<file path="src/hdl/crcpf_pkg.sv">
// ============================================================================
// crcpf_pkg
// Types, constants and the CRC step shared by the packet framer modules.
// ============================================================================
package crcpf_pkg;

    typedef enum logic [0:0] {
        OP_BEGIN   = 1'b0,
        OP_PAYLOAD = 1'b1
    } opcode_t;

    // Position in the framed byte sequence: start string, length, body
    // (descriptor or payload byte), CRC and stop string.
    typedef logic [3:0] pos_t;

    localparam pos_t POS_START0 = 4'd0;
    localparam pos_t POS_START1 = 4'd1;
    localparam pos_t POS_START2 = 4'd2;
    localparam pos_t POS_LEN_LO = 4'd3;
    localparam pos_t POS_LEN_HI = 4'd4;
    localparam pos_t POS_BODY   = 4'd5;
    localparam pos_t POS_CRC_LO = 4'd6;
    localparam pos_t POS_CRC_HI = 4'd7;
    localparam pos_t POS_STOP0  = 4'd8;
    localparam pos_t POS_STOP1  = 4'd9;
    localparam pos_t POS_STOP2  = 4'd10;

    localparam logic [7:0]  START_OUTER = 8'h3E;  // '>'
    localparam logic [7:0]  START_MID   = 8'h2A;  // '*'
    localparam logic [7:0]  STOP_OUTER  = 8'h3C;  // '<'
    localparam logic [7:0]  STOP_MID    = 8'h23;  // '#'
    localparam logic [15:0] CRC_INIT    = 16'h00FF;

    localparam int QUEUE_DEPTH = 4;
    localparam int QUEUE_AW    = $clog2(QUEUE_DEPTH);

    // One unit of work for the back end.
    typedef struct packed {
        logic        is_begin;   // emit header before the body byte
        logic        trailer;    // append CRC and stop string after the body
        logic [7:0]  body;       // descriptor or payload byte
        logic [15:0] length;
        logic [15:0] crc;
    } cmd_t;

    // Reflected CCITT CRC-16, one byte per call.
    function automatic logic [15:0] crc_step(input logic [15:0] crc, input logic [7:0] data);
        logic [7:0]  d;
        logic [15:0] r;
        d = data ^ crc[7:0];
        d = d ^ {d[3:0], 4'b0000};
        r = {d, crc[15:8]};
        r = r ^ {12'h000, d[7:4]};
        r = r ^ {5'b00000, d, 3'b000};
        return r;
    endfunction

endpackage

</file>
<file path="src/hdl/crcpf_if.sv">
// ============================================================================
// crcpf_if
// Valid/ready channels for packet framer input items and output bytes.
// ============================================================================
interface crcpf_in_if import crcpf_pkg::*; ();
    logic        valid;
    logic        ready;
    opcode_t     opcode;
    logic [7:0]  payload_byte;
    logic [15:0] packet_length;
    logic [7:0]  descriptor;

    modport source (output valid, output opcode, output payload_byte,
                    output packet_length, output descriptor, input ready);
    modport sink   (input valid, input opcode, input payload_byte,
                    input packet_length, input descriptor, output ready);
endinterface

interface crcpf_out_if ();
    logic       valid;
    logic       ready;
    logic [7:0] out_byte;
    logic       last_of_run;
    logic       frame_end;

    modport source (output valid, output out_byte, output last_of_run,
                    output frame_end, input ready);
    modport sink   (input valid, input out_byte, input last_of_run,
                    input frame_end, output ready);
endinterface

</file>
<file path="src/hdl/crcpf_front.sv">
// ============================================================================
// crcpf_front
// Accepts items, tracks packet state and the CRC, and queues commands.
// ============================================================================
module crcpf_front import crcpf_pkg::*;
(
    input  logic             clk,
    input  logic             rst_n,
    crcpf_in_if.sink         pkt,
    input  logic             queue_full,
    output logic             push,
    output cmd_t             push_cmd
);

    logic        in_packet_reg, in_packet_next;
    logic [15:0] bytes_left_reg, bytes_left_next;
    logic [15:0] crc_reg, crc_next;
    logic        accept;
    logic        last_byte;
    logic [15:0] crc_stepped;

    assign pkt.ready   = !queue_full;
    assign accept      = pkt.valid && pkt.ready;
    assign crc_stepped = crc_step(crc_reg, pkt.payload_byte);
    assign last_byte   = (bytes_left_reg == 16'd1);

    always_comb
    begin
        in_packet_next  = in_packet_reg;
        bytes_left_next = bytes_left_reg;
        crc_next        = crc_reg;
        push            = 1'b0;
        push_cmd        = '0;
        if (accept)
        begin
            if (pkt.opcode == OP_BEGIN)
            begin
                // A begin abandons any open packet.
                push              = 1'b1;
                push_cmd.is_begin = 1'b1;
                push_cmd.trailer  = (pkt.packet_length == 16'd0);
                push_cmd.body     = pkt.descriptor;
                push_cmd.length   = pkt.packet_length;
                push_cmd.crc      = CRC_INIT;
                in_packet_next    = (pkt.packet_length != 16'd0);
                bytes_left_next   = pkt.packet_length;
                crc_next          = CRC_INIT;
            end
            else if (in_packet_reg)
            begin
                push              = 1'b1;
                push_cmd.is_begin = 1'b0;
                push_cmd.trailer  = last_byte;
                push_cmd.body     = pkt.payload_byte;
                push_cmd.crc      = crc_stepped;
                in_packet_next    = !last_byte;
                bytes_left_next   = bytes_left_reg - 16'd1;
                crc_next          = crc_stepped;
            end
        end
    end

    always_ff @(posedge clk or negedge rst_n)
    begin
        if (!rst_n)
        begin
            in_packet_reg  <= 1'b0;
            bytes_left_reg <= '0;
            crc_reg        <= CRC_INIT;
        end
        else
        begin
            in_packet_reg  <= in_packet_next;
            bytes_left_reg <= bytes_left_next;
            crc_reg        <= crc_next;
        end
    end

endmodule

</file>
<file path="src/hdl/crcpf_queue.sv">
// ============================================================================
// crcpf_queue
// Short command queue between the front end and the byte sequencer.
// ============================================================================
module crcpf_queue import crcpf_pkg::*;
(
    input  logic clk,
    input  logic rst_n,
    input  logic push,
    input  cmd_t push_cmd,
    output logic full,
    input  logic pop,
    output logic head_valid,
    output cmd_t head_cmd
);

    cmd_t                slots_reg [QUEUE_DEPTH];
    logic [QUEUE_AW-1:0] wr_ptr_reg, rd_ptr_reg;
    logic [QUEUE_AW:0]   count_reg, count_next;

    assign full       = (count_reg == (QUEUE_AW+1)'(QUEUE_DEPTH));
    assign head_valid = (count_reg != '0);
    assign head_cmd   = slots_reg[rd_ptr_reg];

    always_comb
    begin
        count_next = count_reg;
        case ({push, pop})
            2'b10:   count_next = count_reg + 1'b1;
            2'b01:   count_next = count_reg - 1'b1;
            default: count_next = count_reg;
        endcase
    end

    always_ff @(posedge clk)
    begin
        if (push)
        begin
            slots_reg[wr_ptr_reg] <= push_cmd;
        end
    end

    always_ff @(posedge clk or negedge rst_n)
    begin
        if (!rst_n)
        begin
            wr_ptr_reg <= '0;
            rd_ptr_reg <= '0;
            count_reg  <= '0;
        end
        else
        begin
            if (push)
            begin
                wr_ptr_reg <= wr_ptr_reg + 1'b1;
            end
            if (pop)
            begin
                rd_ptr_reg <= rd_ptr_reg + 1'b1;
            end
            count_reg <= count_next;
        end
    end

endmodule

</file>
<file path="src/hdl/crcpf_back.sv">
// ============================================================================
// crcpf_back
// Byte sequencer: walks each command through the frame byte positions.
// ============================================================================
module crcpf_back import crcpf_pkg::*;
(
    input  logic      clk,
    input  logic      rst_n,
    input  logic      head_valid,
    input  cmd_t      head_cmd,
    output logic      pop,
    crcpf_out_if.source stream
);

    cmd_t       cmd_reg;
    pos_t       pos_reg;
    logic       busy_reg;
    logic       oval_reg;
    logic [7:0] obyte_reg;
    logic       olast_reg;
    logic       oend_reg;

    logic       can_emit;
    logic       done;
    pos_t       end_pos;
    logic [7:0] cur_byte;

    assign end_pos  = cmd_reg.trailer ? POS_STOP2 : POS_BODY;
    assign can_emit = busy_reg && (!oval_reg || stream.ready);
    assign done     = can_emit && (pos_reg == end_pos);
    // Load the next command in the same cycle the last byte goes out.
    assign pop      = head_valid && (!busy_reg || done);

    always_comb
    begin
        case (pos_reg)
            POS_START0: cur_byte = START_OUTER;
            POS_START1: cur_byte = START_MID;
            POS_START2: cur_byte = START_OUTER;
            POS_LEN_LO: cur_byte = cmd_reg.length[7:0];
            POS_LEN_HI: cur_byte = cmd_reg.length[15:8];
            POS_BODY:   cur_byte = cmd_reg.body;
            POS_CRC_LO: cur_byte = cmd_reg.crc[7:0];
            POS_CRC_HI: cur_byte = cmd_reg.crc[15:8];
            POS_STOP0:  cur_byte = STOP_OUTER;
            POS_STOP1:  cur_byte = STOP_MID;
            POS_STOP2:  cur_byte = STOP_OUTER;
            default:    cur_byte = '0;
        endcase
    end

    always_ff @(posedge clk or negedge rst_n)
    begin
        if (!rst_n)
        begin
            busy_reg <= 1'b0;
            pos_reg  <= POS_START0;
            oval_reg <= 1'b0;
        end
        else
        begin
            if (pop)
            begin
                busy_reg <= 1'b1;
                pos_reg  <= head_cmd.is_begin ? POS_START0 : POS_BODY;
            end
            else if (done)
            begin
                busy_reg <= 1'b0;
            end
            else if (can_emit)
            begin
                pos_reg <= pos_reg + 1'b1;
            end

            if (can_emit)
            begin
                oval_reg <= 1'b1;
            end
            else if (stream.ready)
            begin
                oval_reg <= 1'b0;
            end
        end
    end

    always_ff @(posedge clk)
    begin
        if (pop)
        begin
            cmd_reg <= head_cmd;
        end
        if (can_emit)
        begin
            obyte_reg <= cur_byte;
            olast_reg <= (pos_reg == end_pos);
            oend_reg  <= (pos_reg == POS_STOP2);
        end
    end

    assign stream.valid       = oval_reg;
    assign stream.out_byte    = obyte_reg;
    assign stream.last_of_run = olast_reg;
    assign stream.frame_end   = oend_reg;

endmodule

</file>
<file path="src/hdl/crc16_packet_framer_core.sv">
// ============================================================================
// crc16_packet_framer_core
// Frames byte packets with start string, length, descriptor, CRC-16, stop.
// ============================================================================
// Usage:
// The pkt channel takes one item per cycle; pkt.ready drops only while
// the four-entry command queue between the front end and the sequencer
// is full. A begin item opens a frame and yields six bytes (eleven when
// the length is zero); a payload item inside a packet yields its byte,
// plus CRC and stop string when it is the last. A payload item outside a
// packet is accepted and dropped. While the receiver is ready, the stream
// channel delivers one framed byte per cycle and payload items stream at
// one per cycle. last_of_run marks the final byte caused by an item and
// frame_end the closing stop byte. The first byte of an item passes
// through the command queue, the sequencer's command register and the
// output register. The sequencer loads a new command as the old one ends.
// When the receiver stalls, the output register holds its byte, the
// sequencer waits and the queue fills before the input is held off.
// Reset clears the packet state, sets the CRC to 0x00FF and empties the
// queue and the output register.
// ============================================================================
module crc16_packet_framer_core import crcpf_pkg::*;
(
    input  logic          clk,
    input  logic          rst_n,
    crcpf_in_if.sink      pkt,
    crcpf_out_if.source   stream
);

    logic push;
    cmd_t push_cmd;
    logic queue_full;
    logic pop;
    logic head_valid;
    cmd_t head_cmd;

    crcpf_front u_front (
        .clk        (clk),
        .rst_n      (rst_n),
        .pkt        (pkt),
        .queue_full (queue_full),
        .push       (push),
        .push_cmd   (push_cmd)
    );

    crcpf_queue u_queue (
        .clk        (clk),
        .rst_n      (rst_n),
        .push       (push),
        .push_cmd   (push_cmd),
        .full       (queue_full),
        .pop        (pop),
        .head_valid (head_valid),
        .head_cmd   (head_cmd)
    );

    crcpf_back u_back (
        .clk        (clk),
        .rst_n      (rst_n),
        .head_valid (head_valid),
        .head_cmd   (head_cmd),
        .pop        (pop),
        .stream     (stream)
    );

endmodule

</file>
<file path="src/flat_wrapper.sv">
// flat-port wrapper written by rule: the top's interface ports become plain ports
module crc16_packet_framer_core_flat import crcpf_pkg::*;
  (clk, rst_n, pkt_valid, pkt_opcode, pkt_payload_byte, pkt_packet_length, pkt_descriptor, pkt_ready, stream_valid, stream_out_byte, stream_last_of_run, stream_frame_end, stream_ready);
  crcpf_in_if pkt_i ();
  crcpf_out_if stream_i ();
  input  logic clk;
  input  logic rst_n;
  input wire logic [$bits(pkt_i.valid)-1:0] pkt_valid;
  input wire logic [$bits(pkt_i.opcode)-1:0] pkt_opcode;
  input wire logic [$bits(pkt_i.payload_byte)-1:0] pkt_payload_byte;
  input wire logic [$bits(pkt_i.packet_length)-1:0] pkt_packet_length;
  input wire logic [$bits(pkt_i.descriptor)-1:0] pkt_descriptor;
  output wire logic [$bits(pkt_i.ready)-1:0] pkt_ready;
  output wire logic [$bits(stream_i.valid)-1:0] stream_valid;
  output wire logic [$bits(stream_i.out_byte)-1:0] stream_out_byte;
  output wire logic [$bits(stream_i.last_of_run)-1:0] stream_last_of_run;
  output wire logic [$bits(stream_i.frame_end)-1:0] stream_frame_end;
  input wire logic [$bits(stream_i.ready)-1:0] stream_ready;
  assign pkt_i.valid = pkt_valid;
  assign pkt_i.opcode = pkt_opcode;
  assign pkt_i.payload_byte = pkt_payload_byte;
  assign pkt_i.packet_length = pkt_packet_length;
  assign pkt_i.descriptor = pkt_descriptor;
  assign pkt_ready = pkt_i.ready;
  assign stream_valid = stream_i.valid;
  assign stream_out_byte = stream_i.out_byte;
  assign stream_last_of_run = stream_i.last_of_run;
  assign stream_frame_end = stream_i.frame_end;
  assign stream_i.ready = stream_ready;
  crc16_packet_framer_core u_core (.clk(clk), .rst_n(rst_n), .pkt(pkt_i), .stream(stream_i));
endmodule
</file>
<file path="config.mk">
export PLATFORM = sky130hd
export DESIGN_NAME = crc16_packet_framer_core_flat
export DESIGN_NICKNAME = d
export VERILOG_FILES = /design/src/hdl/crcpf_pkg.sv /design/src/hdl/crcpf_if.sv /design/src/hdl/crcpf_front.sv /design/src/hdl/crcpf_queue.sv /design/src/hdl/crcpf_back.sv /design/src/hdl/crc16_packet_framer_core.sv /design/src/flat_wrapper.sv
export SDC_FILE = /design/constraint.sdc
export NUM_CORES = 1
export LEC_CHECK = 0
export BUFFER_PORTS_ARGS = -buffer_cell sky130_fd_sc_hd__buf_4
export CORE_ASPECT_RATIO = 1.75
export CORE_MARGIN = 5
export CORE_UTILIZATION = 55
export DETAILED_ROUTE_END_ITERATION = 12
export PLACE_DENSITY = 0.72
export SYNTH_ARGS = -nofsm -noshare
export SYNTH_HDL_FRONTEND = slang
export SYNTH_HIERARCHICAL = 1
export SYNTH_SLANG_ARGS = --single-unit
</file>
<file path="constraint.sdc">
create_clock -name clk -period 3.7 [get_ports clk]
set_input_delay 0.74 -clock clk [delete_from_list [all_inputs] [get_ports clk]]
set_output_delay 0.74 -clock clk [all_outputs]
set_load 0.1 [all_outputs]
</file>
==> results.json, run 1 <==
{
  "cp.arrival_ps": 2630,
  "cts_inserted_buffers": 24,
  "wl_met2_mm": 12.1,
  "crit_fanout": 42,
  "rows": 68,
  "num_vias": 5914,
  "status": "finished clean",
  "reg2regPathDepth": 6,
  "max_cap_violations": 0,
  "synth_nets": 705,
  "drc": 0,
  "whs_ps": 245,
  "rr_endpoint": "u_core/u_queue/slots_reg[3][13]$_DFFE_PP_",
  "path_cells": "inv_1, and3_1, nor2b_1, o21ai_2, inv_1, and2_2",
  "slew_violations": 0,
  "period_share": 0.678,
  "worst-setup-path-type": "reg -> reg",
  "setup_viol": 0,
  "post_cts_resize_count": 0,
  "synth_ff_type": "edfxtp_1",
  "critPathTopFamily": "simple AND/OR/NAND/NOR gates",
  "peakVddDrop_v": 0.000777,
  "rrSetupSlack_ps": 1190,
  "hp-class": "in -> async",
  "coreArea_um2": 19700,
  "grt_pass1_wl_mm": 34.6,
  "skew_ps": 11.5,
  "clockBufferDepth": 3,
  "routed_wl_mm": 22.2,
  "largest_reg_flops": 168,
  "cts-root-buf": "clkbuf_16",
  "grt_antenna_before_repair": 0,
  "initial_core_util": 0.560,
  "start_kind": "register",
  "syn_inst": 655,
  "tightest_slew_ps": 1200,
  "hold_violations": 0,
  "vias_per_cell": 6.10,
  "die-area_um2": 23100,
  "track_usage": 0.198,
  "pin_count": 49,
  "slew_headroom": 0.200,
  "grt_pass1_vias": 6153,
  "r2r-start": "u_core/u_queue/count_reg[0]$_DFFE_PN0P_",
  "postRouteAntennaNets": 0,
  "synthesis.area_um2": 11000,
  "fmaxAchievable_mhz": 399,
  "crit_buf_inv": 2,
  "mostFrequentLayoutCells": "edfxtp_1, buf_4, mux4_2",
  "cts_setup_buffers": 0,
  "clk-insertion-delay-late_ps": 510,
  "portBuffers": 48,
  "required_ps": 3820,
  "rsz0062_at_grt": "no",
  "tns_ps": 0,
  "worst_setup_path_end_kind": "register",
  "gr-total-overflow": 0,
  "die_h_um": 197,
  "areaGrowthSynthToFinish_pct": 12.2,
  "place_hpwl_mm": 14.7,
  "startpoint": "u_core/u_queue/count_reg[0]$_DFFE_PN0P_",
  "wl_per_cell_um": 22.9,
  "async_reset_ff_frac": 0.174,
  "leakagePower_nw": 4.47,
  "yosys_register_bits": 265,
  "wl_met3_um": 891,
  "diodes": 0,
  "cts.sinks": 265,
  "final_layout_size_suffix_gt1_frac": 0.214,
  "slowest_delay_ps": 990,
  "layout_commonest_cell": "edfxtp_1",
  "gp_congestion": 0.790,
  "wl_met1_mm": 8.52,
  "crit_slowest_cell": "and2_2",
  "highest_layer": "met4",
  "dieWidth_um": 117,
  "fin_nets": 756,
  "clk_pin_slew_worst_paths_ps": 60,
  "cts_tree": "done",
  "synth_edf_count": 219,
  "critical_path.most_common_cell": "inv_1",
  "ys_seq_area_frac": 0.700,
  "synth_warnings": 6,
  "grt_max_degree": 48,
  "syn_avg_cell_area_um2": 16.9,
  "synth.distinct_cells": 65,
  "htreeDepth": 1,
  "drtIter0Drc": 448,
  "hold_buffers": 0,
  "p_per_area_nw_per_um2": 824,
  "dr.pass1.iters": 5,
  "finalCriticalPeriod_ps": 2510
}
metrics by stage:
step	utilization	power [mW]	area (um^2)	worst slack, ps	std cells
final	0.628	10.2	12400	1190	969
after global routing	0.628	10.7	12400	1010	969
after CTS	0.628	10.3	12400	1160	969
after global placement	0.587	7.69	11600	916	925
after floorplan	-	7.05	11000	672	655
after detailed placement	0.587	7.82	11600	873	925
metal layers:
metal / global-route usage / vias to the layer above
li1: - / 2670
met1: 0.247 / 3051
met2: 0.353 / 159
met3: 0.0221 / 34
met4: 0.0723 / 0
met5: 0 / -
cell families after synthesis:
group | count (synthesis) | synth area share
DFF | 265 | 0.700
and+or+nand+nor | 125 | 0.0663
AOI/OAI and AO/OA | 124 | 0.0751
buffers and inverters | 49 | 0.0254
muxes | 48 | 0.0929
xor gates and xnor gates | 31 | 0.0246
adders and majority gates | 13 | 0.0154
cells in the mapped netlist (all sizes together) (15+ instances only):
| cell | number | area [um^2] |
|---|---|---|
| edfxtp | 219 | 6580 |
| dfrtp | 38 | 951 |
| buf | 16 | 156 |
| inv | 15 | 56.3 |
| and2 | 24 | 150 |
| xor2 | 17 | 149 |
| a22oi | 22 | 165 |
| nor2 | 26 | 97.6 |
| a21o | 18 | 135 |
| mux4 | 42 | 961 |
| nand2 | 22 | 85.1 |
| o21ai | 16 | 80.1 |
| clkbuf | 17 | 63.8 |
| a21oi | 34 | 170 |
report_power, final:
part	internal, mW	switching, mW	leakage (nW)
clock	1.45	1.03	0.387
combinational	1.23	1.84	1.50
sequential	4.22	0.448	2.58
total	6.90	3.32	4.47
cell type report:
type	count	area, um^2
Inverter	16	60.1
Timing Repair Buffer	58	448
Clock buffer	35	693
Fill cell	1407	7350
Sequential cell	265	7740
Tap cell	245	307
Multi-Input combinational cell	341	3040
Clock inverter	9	105
how the worst max path moves through the flow:
| stage | end | slack [ps] | depth (start not counted) |
|---|---|---|---|
| after floorplan | u_core/u_queue/count_reg[2]$_DFFE_PN0P_ | 670 | 10 |
| after global placement | u_core/u_queue/slots_reg[1][20]$_DFFE_PP_ | 920 | 5 |
| after detailed placement | u_core/u_queue/slots_reg[0][33]$_DFFE_PP_ | 870 | 5 |
| after CTS | u_core/u_queue/slots_reg[0][5]$_DFFE_PP_ | 1160 | 6 |
| after global routing | u_core/u_queue/slots_reg[0][5]$_DFFE_PP_ | 1010 | 6 |
| final | u_core/u_queue/slots_reg[3][13]$_DFFE_PP_ | 1190 | 6 |
Note: power is estimated with default switching activity, not from simulation.
==> inputs of run 2 (changes only) <==
- ABC_AREA: unset -> 1
- PLACE_DENSITY: 0.72 -> 0.75
- clock period: 3.7 -> 2.3 ns (I/O delays scaled with it)
==> run 2 against run 1 <==
Sequential share of layout area shrank 5.4 points. Cell count grew 59%. Clock skew grew 7.1 ps. Clock power grew 47%.
==> results.json, run 2 <==
{
  "status": "finished clean",
  "final_layout_size_suffix_gt1_frac": 0.137,
  "crit_slowest_cell": "dfrtp_2",
  "diodes": 0,
  "yosysTopAreaCell": "edfxtp_1",
  "rsz0062_at_grt": "no",
  "grt_pass1_wl_mm": 39.9,
  "syn_inst": 1162,
  "clk_pin_slew_worst_paths_ps": 70,
  "wl_met1_mm": 9.44,
  "cts.sinks": 265,
  "worst-setup-path-type": "reg -> reg",
  "synth_area_leaders": "edfxtp_1, nand2_1, dfrtp_1",
  "synth_top_cell_area_share": 0.546,
  "fin_nets": 1279,
  "num_vias": 8072,
  "synth_ff_type": "edfxtp_1",
  "leakagePower_nw": 5.78,
  "post-place-ws_ps": 126,
  "gp_congestion": 0.932,
  "rows": 71,
  "largest_reg_flops": 168,
  "tightest_slew_ps": 673,
  "routed_wl_mm": 25.0,
  "cts-root-buf": "clkbuf_16",
  "synth.most_common_cell": "nand2_1",
  "coreArea_um2": 21500,
  "areaGrowthSynthToFinish_pct": 12.9,
  "start_kind": "register",
  "async_reset_ff_frac": 0.174,
  "layout_commonest_cell": "nand2_1",
  "dr.pass1.iters": 5,
  "tns_ps": 0,
  "synthesis.area_um2": 12000,
  "postRouteAntennaNets": 0,
  "mostFrequentLayoutCells": "nand2_1, edfxtp_1, inv_1",
  "ys_seq_area_frac": 0.643,
  "synth_nets": 1212,
  "drtIter0Drc": 587,
  "critical_path.most_common_cell": "nand2_1",
  "finalCriticalPeriod_ps": 2140,
  "slew_headroom": 0.551,
  "synth_edf_count": 219,
  "grt_antenna_before_repair": 0,
  "grt_max_degree": 50,
  "cts_inserted_buffers": 22,
  "wl_per_cell_um": 16.3,
  "dieWidth_um": 122,
  "die-area_um2": 25100,
  "hold_start": "stream_ready",
  "max_cap_violations": 0,
  "highest_layer": "met4",
  "synth_warnings": 6,
  "required_ps": 2700,
  "worst_setup_path_end_kind": "register",
  "clockBufferDepth": 3,
  "slew_violations": 0,
  "portBuffers": 48,
  "skew_ps": 18.5,
  "slowest_delay_ps": 420,
  "r2r-start": "u_core/u_back/pos_reg[2]$_DFFE_PN0P_",
  "yosys_register_bits": 265,
  "vias_per_cell": 5.25,
  "initial_core_util": 0.560,
  "htreeDepth": 1,
  "synth_commonest_cells": "nand2_1, edfxtp_1, inv_1",
  "grt_pass1_vias": 7776,
  "die_h_um": 206,
  "crit_fanout": 5,
  "wl_met3_mm": 1.00,
  "hold_violations": 0,
  "wl_met2_mm": 13.6,
  "drc": 0,
  "period_share": 0.931,
  "cts_tree": "done",
  "cp.arrival_ps": 2540,
  "pin_count": 49,
  "fmaxAchievable_mhz": 467,
  "track_usage": 0.205,
  "setup_ws_ps": 159,
  "path_cells": "inv_2, nor2_1, nand3_2, nand2_2, nand2_2, nand2_4, nand2_4, clkinvlp_4, ha_4, inv_2, fa_1, nand2_1, nand3_1, nand2_1, nand2_1",
  "synth.distinct_cells": 35,
  "place_hpwl_mm": 17.3,
  "gr-total-overflow": 0,
  "p_per_area_nw_per_um2": 1270,
  "syn_avg_cell_area_um2": 10.4,
  "clk-insertion-delay-late_ps": 510,
  "peakVddDrop_v": 0.000704,
  "final_core_util": 0.632,
  "startpoint": "u_core/u_back/pos_reg[2]$_DFFE_PN0P_",
  "setup_viol": 0,
  "hp-class": "in -> reg"
}
==> run 2: per-layer routing <==
layer | vias up | GRT usage
met4 | 0 | 0.0773
met1 | 3796 | 0.238
met3 | 67 | 0.0190
met5 | - | 0
met2 | 227 | 0.387
li1 | 3982 | -
==> run 2: report_power, final <==
part	internal (mW)	switching, mW	total [mW]
clock network	2.02	1.62	3.64
registers	6.77	0.681	7.46
logic	1.91	4.26	6.18
==> run 2: final timing paths <==
check	to	slack, ps	cells after the start
setup / recovery	u_core/u_queue/count_reg[2]$_DFFE_PN0P_	160	15
setup reg to reg	u_core/u_queue/count_reg[2]$_DFFE_PN0P_	160	15
max in group asynchronous	u_core/u_queue/rd_ptr_reg[0]$_DFFE_PN0P_	1250	2
hold reg to reg	u_core/u_front/crc_reg[6]$_DFFE_PN1P_	480	2
hold / removal	u_core/u_back/stream.valid$_DFFE_PN0P_	230	4
min in group asynchronous	u_core/u_front/bytes_left_reg[11]$_DFFE_PN0P_	530	2
==> run 2: cell families after synthesis <==
logic type,after synthesis,synth area share
buffers and inverters,231,0.0835
flip-flops,265,0.643
AND/OR/NAND/NOR,499,0.170
adder cells (fa/ha/maj),13,0.0141
XOR/XNOR,6,0.00437
AO/OA/AOI/OAI,148,0.0850
==> run 2: metrics by stage <==
stage                     instances  power [mW]  instance area [um^2]  hold WS, ps
after global placement         1494        13.5                 12800          464
after detailed placement       1494        13.7                 12800          470
after global routing           1537        18.4                 13600          245
final                          1537        17.3                 13600          231
after floorplan                1162        12.0                 12100          164
after CTS                      1535        17.3                 13600          228
==> run 2: area by class of cell <==
cell class / count / area, um^2
timing repair buffer: 83 / 701
multi-input combinational: 666 / 3320
tap: 292 / 365
fill: 1718 / 7910
clock inverter: 11 / 90.1
sequential: 265 / 7750
clock buffer: 29 / 618
inverter: 191 / 739
==> run 2: worst max-delay path, delay by kind of cell (launching register included) <==
kind,cells,cell delay [ps]
buf+inv,3,220
flops,1,420
fa+ha+maj,2,510
simple gates,10,880
==> run 2: timing repair <==
action / CTS / global route
hold buffers: 1 / 0
hold endpoints to repair: 2 / 0
buffers inserted: 0 / 2
resized for setup: 0 / 2
endpoints found under the setup margin: 0 / 2
==> inputs of run 3 (changes only) <==
- RECOVER_POWER: unset -> 25
==> run 3 against run 2 <==
Critical endpoint unchanged. Combinational power down 1%. Non-clock buffer count unchanged. Highest routed layer unchanged. Clock skew down 4.2 ps. Final area down 0.54%. Setup slack better by 3.4 ps.
==> results.json, run 3 (synthesis gave the netlist of run 2 again) <==
{
  "gp_congestion": 0.932,
  "htreeDepth": 1,
  "mostFrequentLayoutCells": "nand2_1, edfxtp_1, inv_1",
  "crit_fanout": 5,
  "cp.arrival_ps": 2530,
  "grt_pass1_vias": 7776,
  "dieWidth_um": 122,
  "finalCriticalPeriod_ps": 2140,
  "initial_core_util": 0.560,
  "required_ps": 2690,
  "place_hpwl_mm": 17.3,
  "dr.pass1.iters": 5,
  "slew_headroom": 0.120,
  "cts_tree": "done",
  "start_kind": "register",
  "p_per_area_nw_per_um2": 1270,
  "routed_wl_mm": 25.1,
  "crit_buf_inv": 3,
  "rsz0062_at_grt": "no",
  "worst-setup-path-type": "reg -> reg",
  "clockBufferDepth": 3,
  "holdPathStages": 4,
  "final_core_util": 0.628,
  "num_vias": 8033,
  "reg2regPathDepth": 15,
  "layout_commonest_cell": "nand2_1",
  "path_cells": "inv_2, nor2_1, nand3_2, nand2_2, nand2_2, nand2_4, nand2_4, clkinvlp_4, ha_4, inv_2, fa_1, nand2_1, nand3_1, nand2_1, nand2_1",
  "peakVddDrop_v": 0.000706,
  "drc": 0,
  "diodes": 0,
  "stdcell_count": 1537,
  "skew_ps": 14.3,
  "clk_pin_slew_worst_paths_ps": 70,
  "critical_path.most_common_cell": "nand2_1",
  "slew_violations": 0,
  "placedCellCount": 1494,
  "hold_start": "stream_ready",
  "die-area_um2": 25100,
  "leakagePower_nw": 5.76,
  "globalRoute.busiestLayer": "met2",
  "grt_use_met2": 0.387,
  "rr_endpoint": "u_core/u_queue/count_reg[2]$_DFFE_PN0P_",
  "pin_count": 49,
  "final_layout_size_suffix_gt1_frac": 0.129,
  "hp-class": "in -> reg",
  "hold_path_end": "u_core/u_back/stream.valid$_DFFE_PN0P_",
  "worst_setup_path_end_kind": "register",
  "cts.sinks": 265,
  "track_usage": 0.205,
  "areaGrowthSynthToFinish_pct": 12.3,
  "grt_max_degree": 50,
  "cts-root-buf": "clkbuf_16",
  "cts_inserted_buffers": 22,
  "r2r-start": "u_core/u_back/pos_reg[2]$_DFFE_PN0P_",
  "postRouteAntennaNets": 0,
  "drtIter0Drc": 568,
  "gr-total-overflow": 0,
  "portBuffers": 48,
  "wl_per_cell_um": 16.3,
  "use_met1": 0.238,
  "grt_pass1_wl_mm": 39.9,
  "crit_slowest_cell": "dfrtp_2",
  "die_h_um": 206,
  "hold_violations": 0,
  "status": "finished clean",
  "max_cap_violations": 0,
  "clk-insertion-delay-late_ps": 500,
  "rrSetupSlack_ps": 160,
  "fmaxAchievable_mhz": 468,
  "slowest_delay_ps": 420,
  "critPathTopFamily": "simple AND/OR/NAND/NOR gates",
  "setup_viol": 0,
  "grt_antenna_before_repair": 0,
  "tightest_slew_ps": 1320,
  "largest_reg_flops": 168,
  "vias_per_cell": 5.23,
  "use_met3": 0.0190,
  "coreArea_um2": 21500,
  "period_share": 0.929,
  "rows": 71,
  "fin_nets": 1279
}
## run 3: cell count changes in the layout (fill, tap and decap cells not counted), sizes merged
cell / previous run / this run
buf: 82 / 67
clkbuf: 29 / 44
## run 3: per-layer routing
layer	up-vias	share of wire	wire, um
li1	3985	-	-
met1	3797	0.38	9510
met2	191	0.55	13700
met3	60	0.037	922
met4	0	0.038	958
met5	-	0	0
## run 3: what timing repair did
item | CTS | global route
hold endpoints to repair | 2 | 0
buffers inserted | 0 | 2
hold buffers | 1 | 0
endpoints found under the setup margin | 0 | 2
resized for setup | 0 | 2
## run 3: final cells by class
cell class,count,area [um^2]
inverter,191,739
fill,1737,7990
timing repair buffer,83,662
clock inverter,11,90.1
tap,292,365
clock buffer,29,618
sequential,265,7740
multi-input combinational,666,3290
## run 3: report_power, final
part	internal (mW)	switching, mW
Clock	2.02	1.61
Sequential	6.77	0.671
Combinational	1.84	4.26
Total	10.6	6.54
## run 3: how the worst max path moves through the flow
stage	slack (ps)	endpoint	cells after the start	startpoint
floorplan	-570	u_core/u_queue/count_reg[1]$_DFFE_PN0P_	11	u_core/u_back/stream.valid$_DFFE_PN0P_
global placement	180	u_core/u_queue/count_reg[2]$_DFFE_PN0P_	15	u_core/u_back/pos_reg[2]$_DFFE_PN0P_
detailed placement	130	u_core/u_queue/count_reg[2]$_DFFE_PN0P_	15	u_core/u_back/pos_reg[2]$_DFFE_PN0P_
CTS	100	u_core/u_queue/count_reg[2]$_DFFE_PN0P_	15	u_core/u_back/pos_reg[2]$_DFFE_PN0P_
global route	30	u_core/u_queue/count_reg[2]$_DFFE_PN0P_	15	u_core/u_back/pos_reg[2]$_DFFE_PN0P_
finish	160	u_core/u_queue/count_reg[2]$_DFFE_PN0P_	15	u_core/u_back/pos_reg[2]$_DFFE_PN0P_
## run 3: worst min-delay path: cells and delay by family
kind                   cells  cell delay [ps]
and+or+nand+nor            2              120
buffers and inverters      2              100
## run 3: stage by stage
stage	instance area, um^2	hold slack [ps]	setup WS, ps	total power [mW]	TNS (ps)
detailed placement	12800	470	126	13.7	0
CTS	13600	228	102	17.3	0
global placement	12800	464	183	13.5	0
finish	13500	222	162	17.2	0
global route	13500	244	34.9	18.3	0
floorplan	12100	164	-570	12.0	-52840
